### src/hdl/hpm_pkg.sv
package hpm_pkg;

   localparam int MAX_ARITY     = 8;
   localparam int NODE_ID_WIDTH = 32;
   localparam int INDEX_WIDTH   = 16;

   localparam int NODE_FIELD_W = 32;
   localparam int LEN_W        = 4;
   localparam int PAT_W        = 8;
   localparam int PAT_FIELD_W  = 64;
   localparam int OUT_INDEX_W  = 16;
   localparam int CSR_DATA_W   = 64;
   localparam int CSR_IDX_W    = 1;

   localparam int LANE_W     = (MAX_ARITY > 1) ? $clog2(MAX_ARITY) : 1;
   localparam int CNT_W      = $clog2(MAX_ARITY + 1);
   localparam int NODE_CMP_W = (NODE_ID_WIDTH < NODE_FIELD_W) ? NODE_ID_WIDTH : NODE_FIELD_W;
   localparam int IDX_EXT_W  = (INDEX_WIDTH > OUT_INDEX_W) ? INDEX_WIDTH : OUT_INDEX_W;

   typedef enum logic [CSR_IDX_W-1:0] {
      CSR_PATTERN_LENGTH   = 1'b0,
      CSR_PATTERN_ELEMENTS = 1'b1
   } csr_index_type;

   typedef logic [NODE_CMP_W-1:0] node_id_type;
   typedef logic [PAT_W-1:0]      pat_value_type;

   typedef struct packed {
      logic [NODE_FIELD_W-1:0] node_0;
      logic [NODE_FIELD_W-1:0] node_1;
      logic [NODE_FIELD_W-1:0] node_2;
      logic [NODE_FIELD_W-1:0] node_3;
      logic [NODE_FIELD_W-1:0] node_4;
      logic [NODE_FIELD_W-1:0] node_5;
      logic [NODE_FIELD_W-1:0] node_6;
      logic [NODE_FIELD_W-1:0] node_7;
      logic [LEN_W-1:0]        edge_length;
      logic                    edge_alive;
      logic                    last_edge;
   } req_type;

   typedef struct packed {
      logic                   edge_matches;
      logic                   any_match;
      logic [OUT_INDEX_W-1:0] first_match_index;
      logic                   list_done;
   } rsp_type;

   typedef struct packed {
      logic                 node_first;
      logic [LANE_W-1:0]    first_pos;
      logic                 pat_first;
      logic [MAX_ARITY-1:0] pat_lt;
   } lane_info_type;

   function automatic logic [CNT_W-1:0] popcount(input logic [MAX_ARITY-1:0] v);
      logic [CNT_W-1:0] r;
      r = '0;
      for (int k = 0; k < MAX_ARITY; k++) begin
         r = r + CNT_W'(v[k]);
      end
      return r;
   endfunction

   function automatic logic [OUT_INDEX_W-1:0] to_out_index(input logic [INDEX_WIDTH-1:0] v);
      logic [IDX_EXT_W-1:0] ext;
      ext = IDX_EXT_W'(v);
      return ext[OUT_INDEX_W-1:0];
   endfunction

endpackage

### src/hdl/hyperedge_pattern_match.sv
// Hyperedge pattern matcher.
// Input channel req_*: one hyperedge per transfer (eight node IDs, length,
// alive flag, last-of-list flag). Result channel rsp_*: exactly one result
// per input transfer, in order: the edge's match flag, the running found flag
// of the list, the index of the first matching edge and the list end flag.
// csr_*: write pattern_length (index 0) and pattern_elements (index 1) while
// no edge is in flight; writes take effect at the next clock edge.
// An input transfer is registered in the first stage and its result in the
// result register driving rsp_valid. Throughput: one edge per cycle while
// rsp_ready is high. Eight lanes compare their node and pattern value against
// all earlier positions in the first stage; the merge stage counts ranks and
// distinct values and updates the list state as the result is registered.
// Reset clears the pattern registers, the edge index, the found flag and the
// pipeline valids. When rsp_ready is low the result holds and one further
// edge is parked in the first stage; req_ready drops only when both are full.
// The edge index saturates at its maximum and returns to zero after the last
// edge of a list.
module hyperedge_pattern_match
   import hpm_pkg::*;
(
   input  logic                  clock,
   input  logic                  reset,
   input  logic                  req_valid,
   output logic                  req_ready,
   input  req_type               req_data,
   output logic                  rsp_valid,
   input  logic                  rsp_ready,
   output rsp_type               rsp_data,
   input  logic                  csr_write_en,
   input  logic [CSR_IDX_W-1:0]  csr_index,
   input  logic [CSR_DATA_W-1:0] csr_wdata
);

   logic [LEN_W-1:0]       pattern_length_ff;
   logic [PAT_FIELD_W-1:0] pattern_elements_ff;

   node_id_type   [7:0]           node_all;
   node_id_type   [MAX_ARITY-1:0] node_id;
   pat_value_type [MAX_ARITY-1:0] pat_value;
   lane_info_type [MAX_ARITY-1:0] lane_in;

   logic                          s1_valid_ff, s1_valid_in;
   lane_info_type [MAX_ARITY-1:0] s1_lane_ff;
   logic [LEN_W-1:0]              s1_len_ff;
   logic                          s1_alive_ff;
   logic                          s1_last_ff;

   logic                   rsp_valid_ff, rsp_valid_in;
   rsp_type                rsp_data_ff, rsp_data_in;
   logic [INDEX_WIDTH-1:0] edge_position_ff, edge_position_in;
   logic                   found_ff, found_in;
   logic [INDEX_WIDTH-1:0] first_index_ff, first_index_in;

   logic out_free;
   logic take;
   logic advance;
   logic match;

   assign node_all[0] = req_data.node_0[NODE_CMP_W-1:0];
   assign node_all[1] = req_data.node_1[NODE_CMP_W-1:0];
   assign node_all[2] = req_data.node_2[NODE_CMP_W-1:0];
   assign node_all[3] = req_data.node_3[NODE_CMP_W-1:0];
   assign node_all[4] = req_data.node_4[NODE_CMP_W-1:0];
   assign node_all[5] = req_data.node_5[NODE_CMP_W-1:0];
   assign node_all[6] = req_data.node_6[NODE_CMP_W-1:0];
   assign node_all[7] = req_data.node_7[NODE_CMP_W-1:0];

   for (genvar i = 0; i < MAX_ARITY; i++) begin : g_lane
      assign node_id[i]   = node_all[i];
      assign pat_value[i] = pattern_elements_ff[PAT_W*i +: PAT_W];
      hpm_lane u_lane (
         .lane_id   (LANE_W'(i)),
         .node_id   (node_id),
         .pat_value (pat_value),
         .info      (lane_in[i])
      );
   end

   hpm_merge u_merge (
      .lane           (s1_lane_ff),
      .edge_length    (s1_len_ff),
      .edge_alive     (s1_alive_ff),
      .pattern_length (pattern_length_ff),
      .edge_matches   (match)
   );

   assign out_free  = !rsp_valid_ff || rsp_ready;
   assign req_ready = !s1_valid_ff || out_free;
   assign take      = req_valid && req_ready;
   assign advance   = s1_valid_ff && out_free;
   assign rsp_valid = rsp_valid_ff;
   assign rsp_data  = rsp_data_ff;

   always_comb begin
      s1_valid_in  = take ? 1'b1 : (advance ? 1'b0 : s1_valid_ff);
      rsp_valid_in = advance ? 1'b1 : (rsp_ready ? 1'b0 : rsp_valid_ff);

      found_in       = found_ff || match;
      first_index_in = (match && !found_ff) ? edge_position_ff : first_index_ff;

      rsp_data_in.edge_matches      = match;
      rsp_data_in.any_match         = found_in;
      rsp_data_in.first_match_index = found_in ? to_out_index(first_index_in) : '0;
      rsp_data_in.list_done         = s1_last_ff;

      edge_position_in = edge_position_ff;
      if (s1_last_ff) begin
         edge_position_in = '0;
         found_in         = 1'b0;
         first_index_in   = '0;
      end else if (edge_position_ff != '1) begin
         edge_position_in = edge_position_ff + 1'b1;
      end
   end

   always_ff @(posedge clock) begin
      if (reset) begin
         pattern_length_ff   <= '0;
         pattern_elements_ff <= '0;
         s1_valid_ff         <= 1'b0;
         rsp_valid_ff        <= 1'b0;
         edge_position_ff    <= '0;
         found_ff            <= 1'b0;
         first_index_ff      <= '0;
      end else begin
         if (csr_write_en) begin
            unique case (csr_index)
               CSR_PATTERN_LENGTH:   pattern_length_ff   <= csr_wdata[LEN_W-1:0];
               CSR_PATTERN_ELEMENTS: pattern_elements_ff <= csr_wdata[PAT_FIELD_W-1:0];
               default: ;
            endcase
         end
         s1_valid_ff  <= s1_valid_in;
         rsp_valid_ff <= rsp_valid_in;
         if (advance) begin
            edge_position_ff <= edge_position_in;
            found_ff         <= found_in;
            first_index_ff   <= first_index_in;
         end
      end
   end

   always_ff @(posedge clock) begin
      if (take) begin
         s1_lane_ff  <= lane_in;
         s1_len_ff   <= req_data.edge_length;
         s1_alive_ff <= req_data.edge_alive;
         s1_last_ff  <= req_data.last_edge;
      end
      if (advance) begin
         rsp_data_ff <= rsp_data_in;
      end
   end

   a_list_clear: assert property (@(posedge clock) disable iff (reset)
      (advance && s1_last_ff) |=> (!found_ff && (edge_position_ff == '0)
                                   && (first_index_ff == '0)))
      else $error("list state not cleared after last edge");

   a_state_hold: assert property (@(posedge clock) disable iff (reset)
      !advance |=> ($stable(edge_position_ff) && $stable(found_ff)))
      else $error("list state moved without a transfer");

   a_match_found: assert property (@(posedge clock) disable iff (reset)
      (rsp_valid && rsp_data.edge_matches) |-> rsp_data.any_match)
      else $error("matching edge without found flag");

   a_index_zero: assert property (@(posedge clock) disable iff (reset)
      (rsp_valid && !rsp_data.any_match) |-> (rsp_data.first_match_index == '0))
      else $error("first index nonzero with no match");

endmodule

### src/hdl/hpm_lane.sv
module hpm_lane
   import hpm_pkg::*;
(
   input  logic [LANE_W-1:0]                    lane_id,
   input  node_id_type   [MAX_ARITY-1:0]        node_id,
   input  pat_value_type [MAX_ARITY-1:0]        pat_value,
   output lane_info_type                        info
);

   node_id_type   own_node;
   pat_value_type own_pat;

   always_comb begin
      own_node = node_id[lane_id];
      own_pat  = pat_value[lane_id];
      info.node_first = 1'b1;
      info.pat_first  = 1'b1;
      info.first_pos  = lane_id;
      info.pat_lt     = '0;
      for (int j = MAX_ARITY - 1; j >= 0; j--) begin
         if (LANE_W'(j) < lane_id) begin
            if (node_id[j] == own_node) begin
               info.node_first = 1'b0;
               info.first_pos  = LANE_W'(j);
            end
            if (pat_value[j] == own_pat) begin
               info.pat_first = 1'b0;
            end
         end
         info.pat_lt[j] = (pat_value[j] < own_pat);
      end
   end

endmodule

### src/hdl/hpm_merge.sv
module hpm_merge
   import hpm_pkg::*;
(
   input  lane_info_type [MAX_ARITY-1:0] lane,
   input  logic [LEN_W-1:0]              edge_length,
   input  logic                          edge_alive,
   input  logic [LEN_W-1:0]              pattern_length,
   output logic                          edge_matches
);

   logic [MAX_ARITY-1:0] active;
   logic [MAX_ARITY-1:0] node_first_vec;
   logic [MAX_ARITY-1:0] pat_first_vec;
   logic [MAX_ARITY-1:0] below;
   logic [MAX_ARITY-1:0] rank_bad;
   logic [CNT_W-1:0]     nrank;
   logic [CNT_W-1:0]     prank;
   logic                 len_ok;
   logic                 distinct_ok;

   always_comb begin
      for (int i = 0; i < MAX_ARITY; i++) begin
         active[i]         = (LEN_W'(i) < edge_length);
         node_first_vec[i] = lane[i].node_first;
         pat_first_vec[i]  = lane[i].pat_first;
      end
      rank_bad = '0;
      below    = '0;
      nrank    = '0;
      prank    = '0;
      for (int i = 0; i < MAX_ARITY; i++) begin
         for (int j = 0; j < MAX_ARITY; j++) begin
            below[j] = (LANE_W'(j) < lane[i].first_pos);
         end
         nrank       = popcount(node_first_vec & below);
         prank       = popcount(pat_first_vec & lane[i].pat_lt & active);
         rank_bad[i] = active[i] && (nrank != prank);
      end
      len_ok = (edge_length != '0) && (edge_length <= LEN_W'(MAX_ARITY))
               && (edge_length == pattern_length);
      distinct_ok = (popcount(node_first_vec & active) == popcount(pat_first_vec & active));
      edge_matches = edge_alive && len_ok && distinct_ok && (rank_bad == '0);
   end

endmodule
### config.mk
export PLATFORM = sky130hd
export DESIGN_NAME = hyperedge_pattern_match
export DESIGN_NICKNAME = d
export VERILOG_FILES = /design/src/hdl/hpm_pkg.sv /design/src/hdl/hyperedge_pattern_match.sv /design/src/hdl/hpm_lane.sv /design/src/hdl/hpm_merge.sv
export SDC_FILE = /design/constraint.sdc
export NUM_CORES = 1
export LEC_CHECK = 0
export BUFFER_PORTS_ARGS = -buffer_cell sky130_fd_sc_hd__buf_2
export CAP_MARGIN = 20
export CELL_PAD_IN_SITES_DETAIL_PLACEMENT = 1
export CELL_PAD_IN_SITES_GLOBAL_PLACEMENT = 2
export CORE_MARGIN = 2
export CORE_UTILIZATION = 39
export CTS_CLUSTER_DIAMETER = 50
export DETAILED_ROUTE_END_ITERATION = 8
export GPL_ROUTABILITY_DRIVEN = 0
export GPL_TIMING_DRIVEN = 0
export PLACE_DENSITY_LB_ADDON = 0.1
export SLEW_MARGIN = 40
export SYNTH_ARGS = -nofsm -noshare
export SYNTH_HDL_FRONTEND = slang
export SYNTH_SLANG_ARGS = --single-unit
### constraint.sdc
create_clock -name clock -period 10.2 [get_ports clock]
set_input_delay 1.53 -clock clock [delete_from_list [all_inputs] [get_ports clock]]
set_output_delay 1.53 -clock clock [all_outputs]
set_load 0.05 [all_outputs]
==> results.yml <==
status:
  run_status: "complete, no violations"
timing:
  setup_viol_count_final: 0
  grt_setup_unrepaired: "no"
  report.final.slew_viol_count: 0
  tns_ns: 0
  setup_slack_ns: 3.65
  final.setup_skew_ns: 0.0190
  max-slew-margin-rel: 0.278
  worstMarginPinSlew_ns: 1.08
  period_share: 0.642
  final_hold_viol_count: 0
  max_freq_mhz: 153
  finalCriticalPeriod_ns: 6.55
cells_and_area:
  most_common_cell_after_layout_fill_and_taps_aside: "sky130_fd_sc_hd__xnor2_1"
  final_util: 0.441
  mostFrequentLayoutCells: "sky130_fd_sc_hd__xnor2_1, sky130_fd_sc_hd__xor2_1, sky130_fd_sc_hd__ha_1"
  synthToLayoutAreaGrowth_pct: 11.9
  proportion_of_layout_cells_with_a_drive_suffix_above_1: 0.0933
  fin_nets: 3938
min_path:
  timing.hold.worst.class: "register to register"
clocking:
  cts-hold-fix-buffers: 0
  cts_root_buffer: "sky130_fd_sc_hd__clkbuf_16"
  tritoncts: "built"
  worst_setup_hold_path_clk_slew_ns: 0.06
  numClockSinks: 212
  h-tree-depth: 2
  deepest_clock_path_buffer_count: 3
  cts_repair_resize_count: 0
  post_cts.repair.setup_buffers: 0
  clock_network_latency_to_the_later_pin_of_the_worst_skew_pair_ns: 0.56
  cts_made_buffers: 37
grt:
  grt_max_degree: 45
  grt_overflow: 0
  global_route_wire_length_before_repair_mm: 196
  number_of_global_route_vias_before_repair: 26829
  global_route_usage_over_all_layers: 0.394
  grt_antenna_before_repair: 13
logic_synthesis:
  synth_cells: 3133
  synth_seq_area_share: 0.202
  synthesis.yosys.warnings: 0
  ys_async_sr_fraction: 0
  ys_types: 55
  synthFlopType: "sky130_fd_sc_hd__edfxtp_1"
  synthesis.area_um2: 26500
  synth_enable_flop_cells: 109
  yosys_register_bits: 212
  postSynthAreaPerCell_um2: 8.45
floorplanning:
  std_cell_rows: 95
  die_h_um: 264
  die_x_um: 264
  floorplan.die_area_um2: 69900
  initial_utilization: 0.394
  design.portCount: 353
  fp.coreArea_um2: 67200
route:
  via_per_inst: 6.30
  totalWireLength_mm: 143
  drt_drc_violations_left: 0
  drt_first_pass_iters: 9
  route.antenna.remaining_nets: 0
  vias: 26419
  first_iter_violations: 3507
  post_drt_wl_per_cell_um: 34.0
setup_path:
  crit_type: "register to register"
  worstPathMaxFanout: 10
  critical_path.max_stage_delay_ns: 0.60
  startpoint_type: "register"
  crit_buf_inv: 5
  worstPathRequired_ns: 10.71
  crit_path_top_delay_cell: "sky130_fd_sc_hd__a2111oi_2"
  worst-endpoint-arrival_ns: 7.05
  cpMostUsedCell: "sky130_fd_sc_hd__fa_1"
  crit_chain: "buf_2 -> o21ai_0 -> and2_1 -> nor2b_1 -> clkbuf_1 -> nand2_1 -> fa_1 -> inv_1 -> fa_1 -> fa_1 -> inv_1 -> fa_1 -> xor2_1 -> nand2_1 -> a2111oi_2 -> nand3_1 -> a21oi_1 -> nand4_1 -> nor4b_4 -> buf_6 -> a22o_1"
  timing.critical_path.to_type: "register"
  critical_path.top_delay_family: "adder cells"
pwr:
  share_seq_of_total_power: 0.265
  power.switching_fraction: 0.400
  clock_power_share: 0.321
  reported_net_switching_power_mw: 1.58
  share_comb_of_total_power: 0.414
  power_density_nw_per_um2: 133
  vdd.ir_drop.worst_v: 0.0000977
  internal-power_mw: 2.37
  leakage_power_nw: 11.8
placed_design:
  post-dp-hpwl_mm: 109
  dpl_worst_slack_ns: 3.75
  io_buffer_count: 96
flow_run:
  max_cap_viol_count: 0
[kinds of logic after synthesis]
group	after synthesis	share of synthesized area
and+or+nand+nor	915	0.183
adders and majority gates	323	0.167
xor gates and xnor gates	941	0.311
other	2	0.000284
muxes	7	0.00270
AOI/OAI and AO/OA	299	0.0708
DFF	212	0.202
buffers and inverters	434	0.0627
[worst min-delay path, cell delays in order (launching register included)]
cell and delay, ns:
sky130_fd_sc_hd__dfxtp_1 0.31, sky130_fd_sc_hd__nand2_1 0.05, sky130_fd_sc_hd__a21oi_1 0.06
[worst paths after layout]
kind            startpoint                 end  slack, ns  cells past startpoint
max           s1_len_ff[2]  first_index_ff[11]       3.65                     21
min          pat_value[36]       pat_value[36]       0.46                      2
max reg2reg   s1_len_ff[2]  first_index_ff[11]       3.65                     21
min reg2reg  pat_value[36]       pat_value[36]       0.46                      2
[final cells by class]
cell class / count / area [µm²]
Fill cell: 7957 / 37500
Multi-Input combinational cell: 2493 / 19600
Sequential cell: 212 / 5340
Buffer: 297 / 1280
Tap cell: 873 / 1090
Clock buffer: 44 / 993
Timing Repair Buffer: 105 / 568
Inverter: 137 / 514
Clock inverter: 24 / 260
Antenna cell: 8 / 20.0
[metrics by stage]
step | power (mW) | hold slack (ns) | std cells | instance area (µm²)
global route | 4.10 | 0.489 | 4185 | 29600
detailed placement | 2.63 | 0.457 | 4117 | 28300
CTS | 3.92 | 0.464 | 4185 | 29500
floorplan | 2.09 | 0.436 | 3139 | 26500
finish | 3.94 | 0.463 | 4193 | 29600
global placement | 2.55 | 0.450 | 4108 | 28100
[synthesized netlist by cell type, drive strengths merged, types with 2 or more instances]
library cell	count	area share
conb	2	0.00028
inv	137	0.019
ha	271	0.13
nor2b	54	0.013
a41oi	3	0.00099
and2	33	0.0078
o211a	3	0.0011
nor2	134	0.019
nor3	13	0.0025
a31oi	4	0.00095
nand2	225	0.032
o21ai	45	0.0085
a211oi	29	0.0082
o21a	6	0.0017
a21oi	121	0.023
nand4	212	0.050
dfxtp	103	0.078
and4	3	0.00099
and4b	2	0.00076
nor4	138	0.033
mux2i	6	0.0023
xnor2	502	0.17
or4	3	0.00085
edfxtp	109	0.12
or2	8	0.0019
a22o	16	0.0053
a21boi	2	0.00057
buf	41	0.0070
clkbuf	256	0.036
xor2	439	0.15
nand2b	32	0.0076
o31ai	2	0.00076
and3	18	0.0043
nand3	25	0.0047
and2b	3	0.00085
fa	52	0.039
nand3b	7	0.0020
a21o	63	0.018
[sequential cells by signal, indices dropped and copies added (netlist names), 4 cells and up]
name,count
first_index_ff,16
s1_lane_ff,84
rsp_data,19
pat_value,64
pattern_length_ff,4
edge_position_ff,16
s1_len_ff,4
[metal layers]
layer	GRT usage	vias to the layer above	wire length [µm]	part of all wire
li1	-	10882	-	-
met1	0.518	13123	58300	0.41
met4	0.186	10	8230	0.058
met3	0.151	527	19100	0.13
met2	0.563	1877	56800	0.40
met5	0	-	121	0.00085
[power groups by stage]
stage	Clock, mW	Combinational, mW	Sequential (mW)
2_1_floorplan	0	1.06	1.03
3_3_place_gp	0	1.49	1.06
3_5_place_dp	0	1.57	1.06
4_1_cts	1.29	1.58	1.04
5_1_grt	1.32	1.73	1.05
6_report	1.27	1.63	1.05
Power figures use the tool's default switching activity.
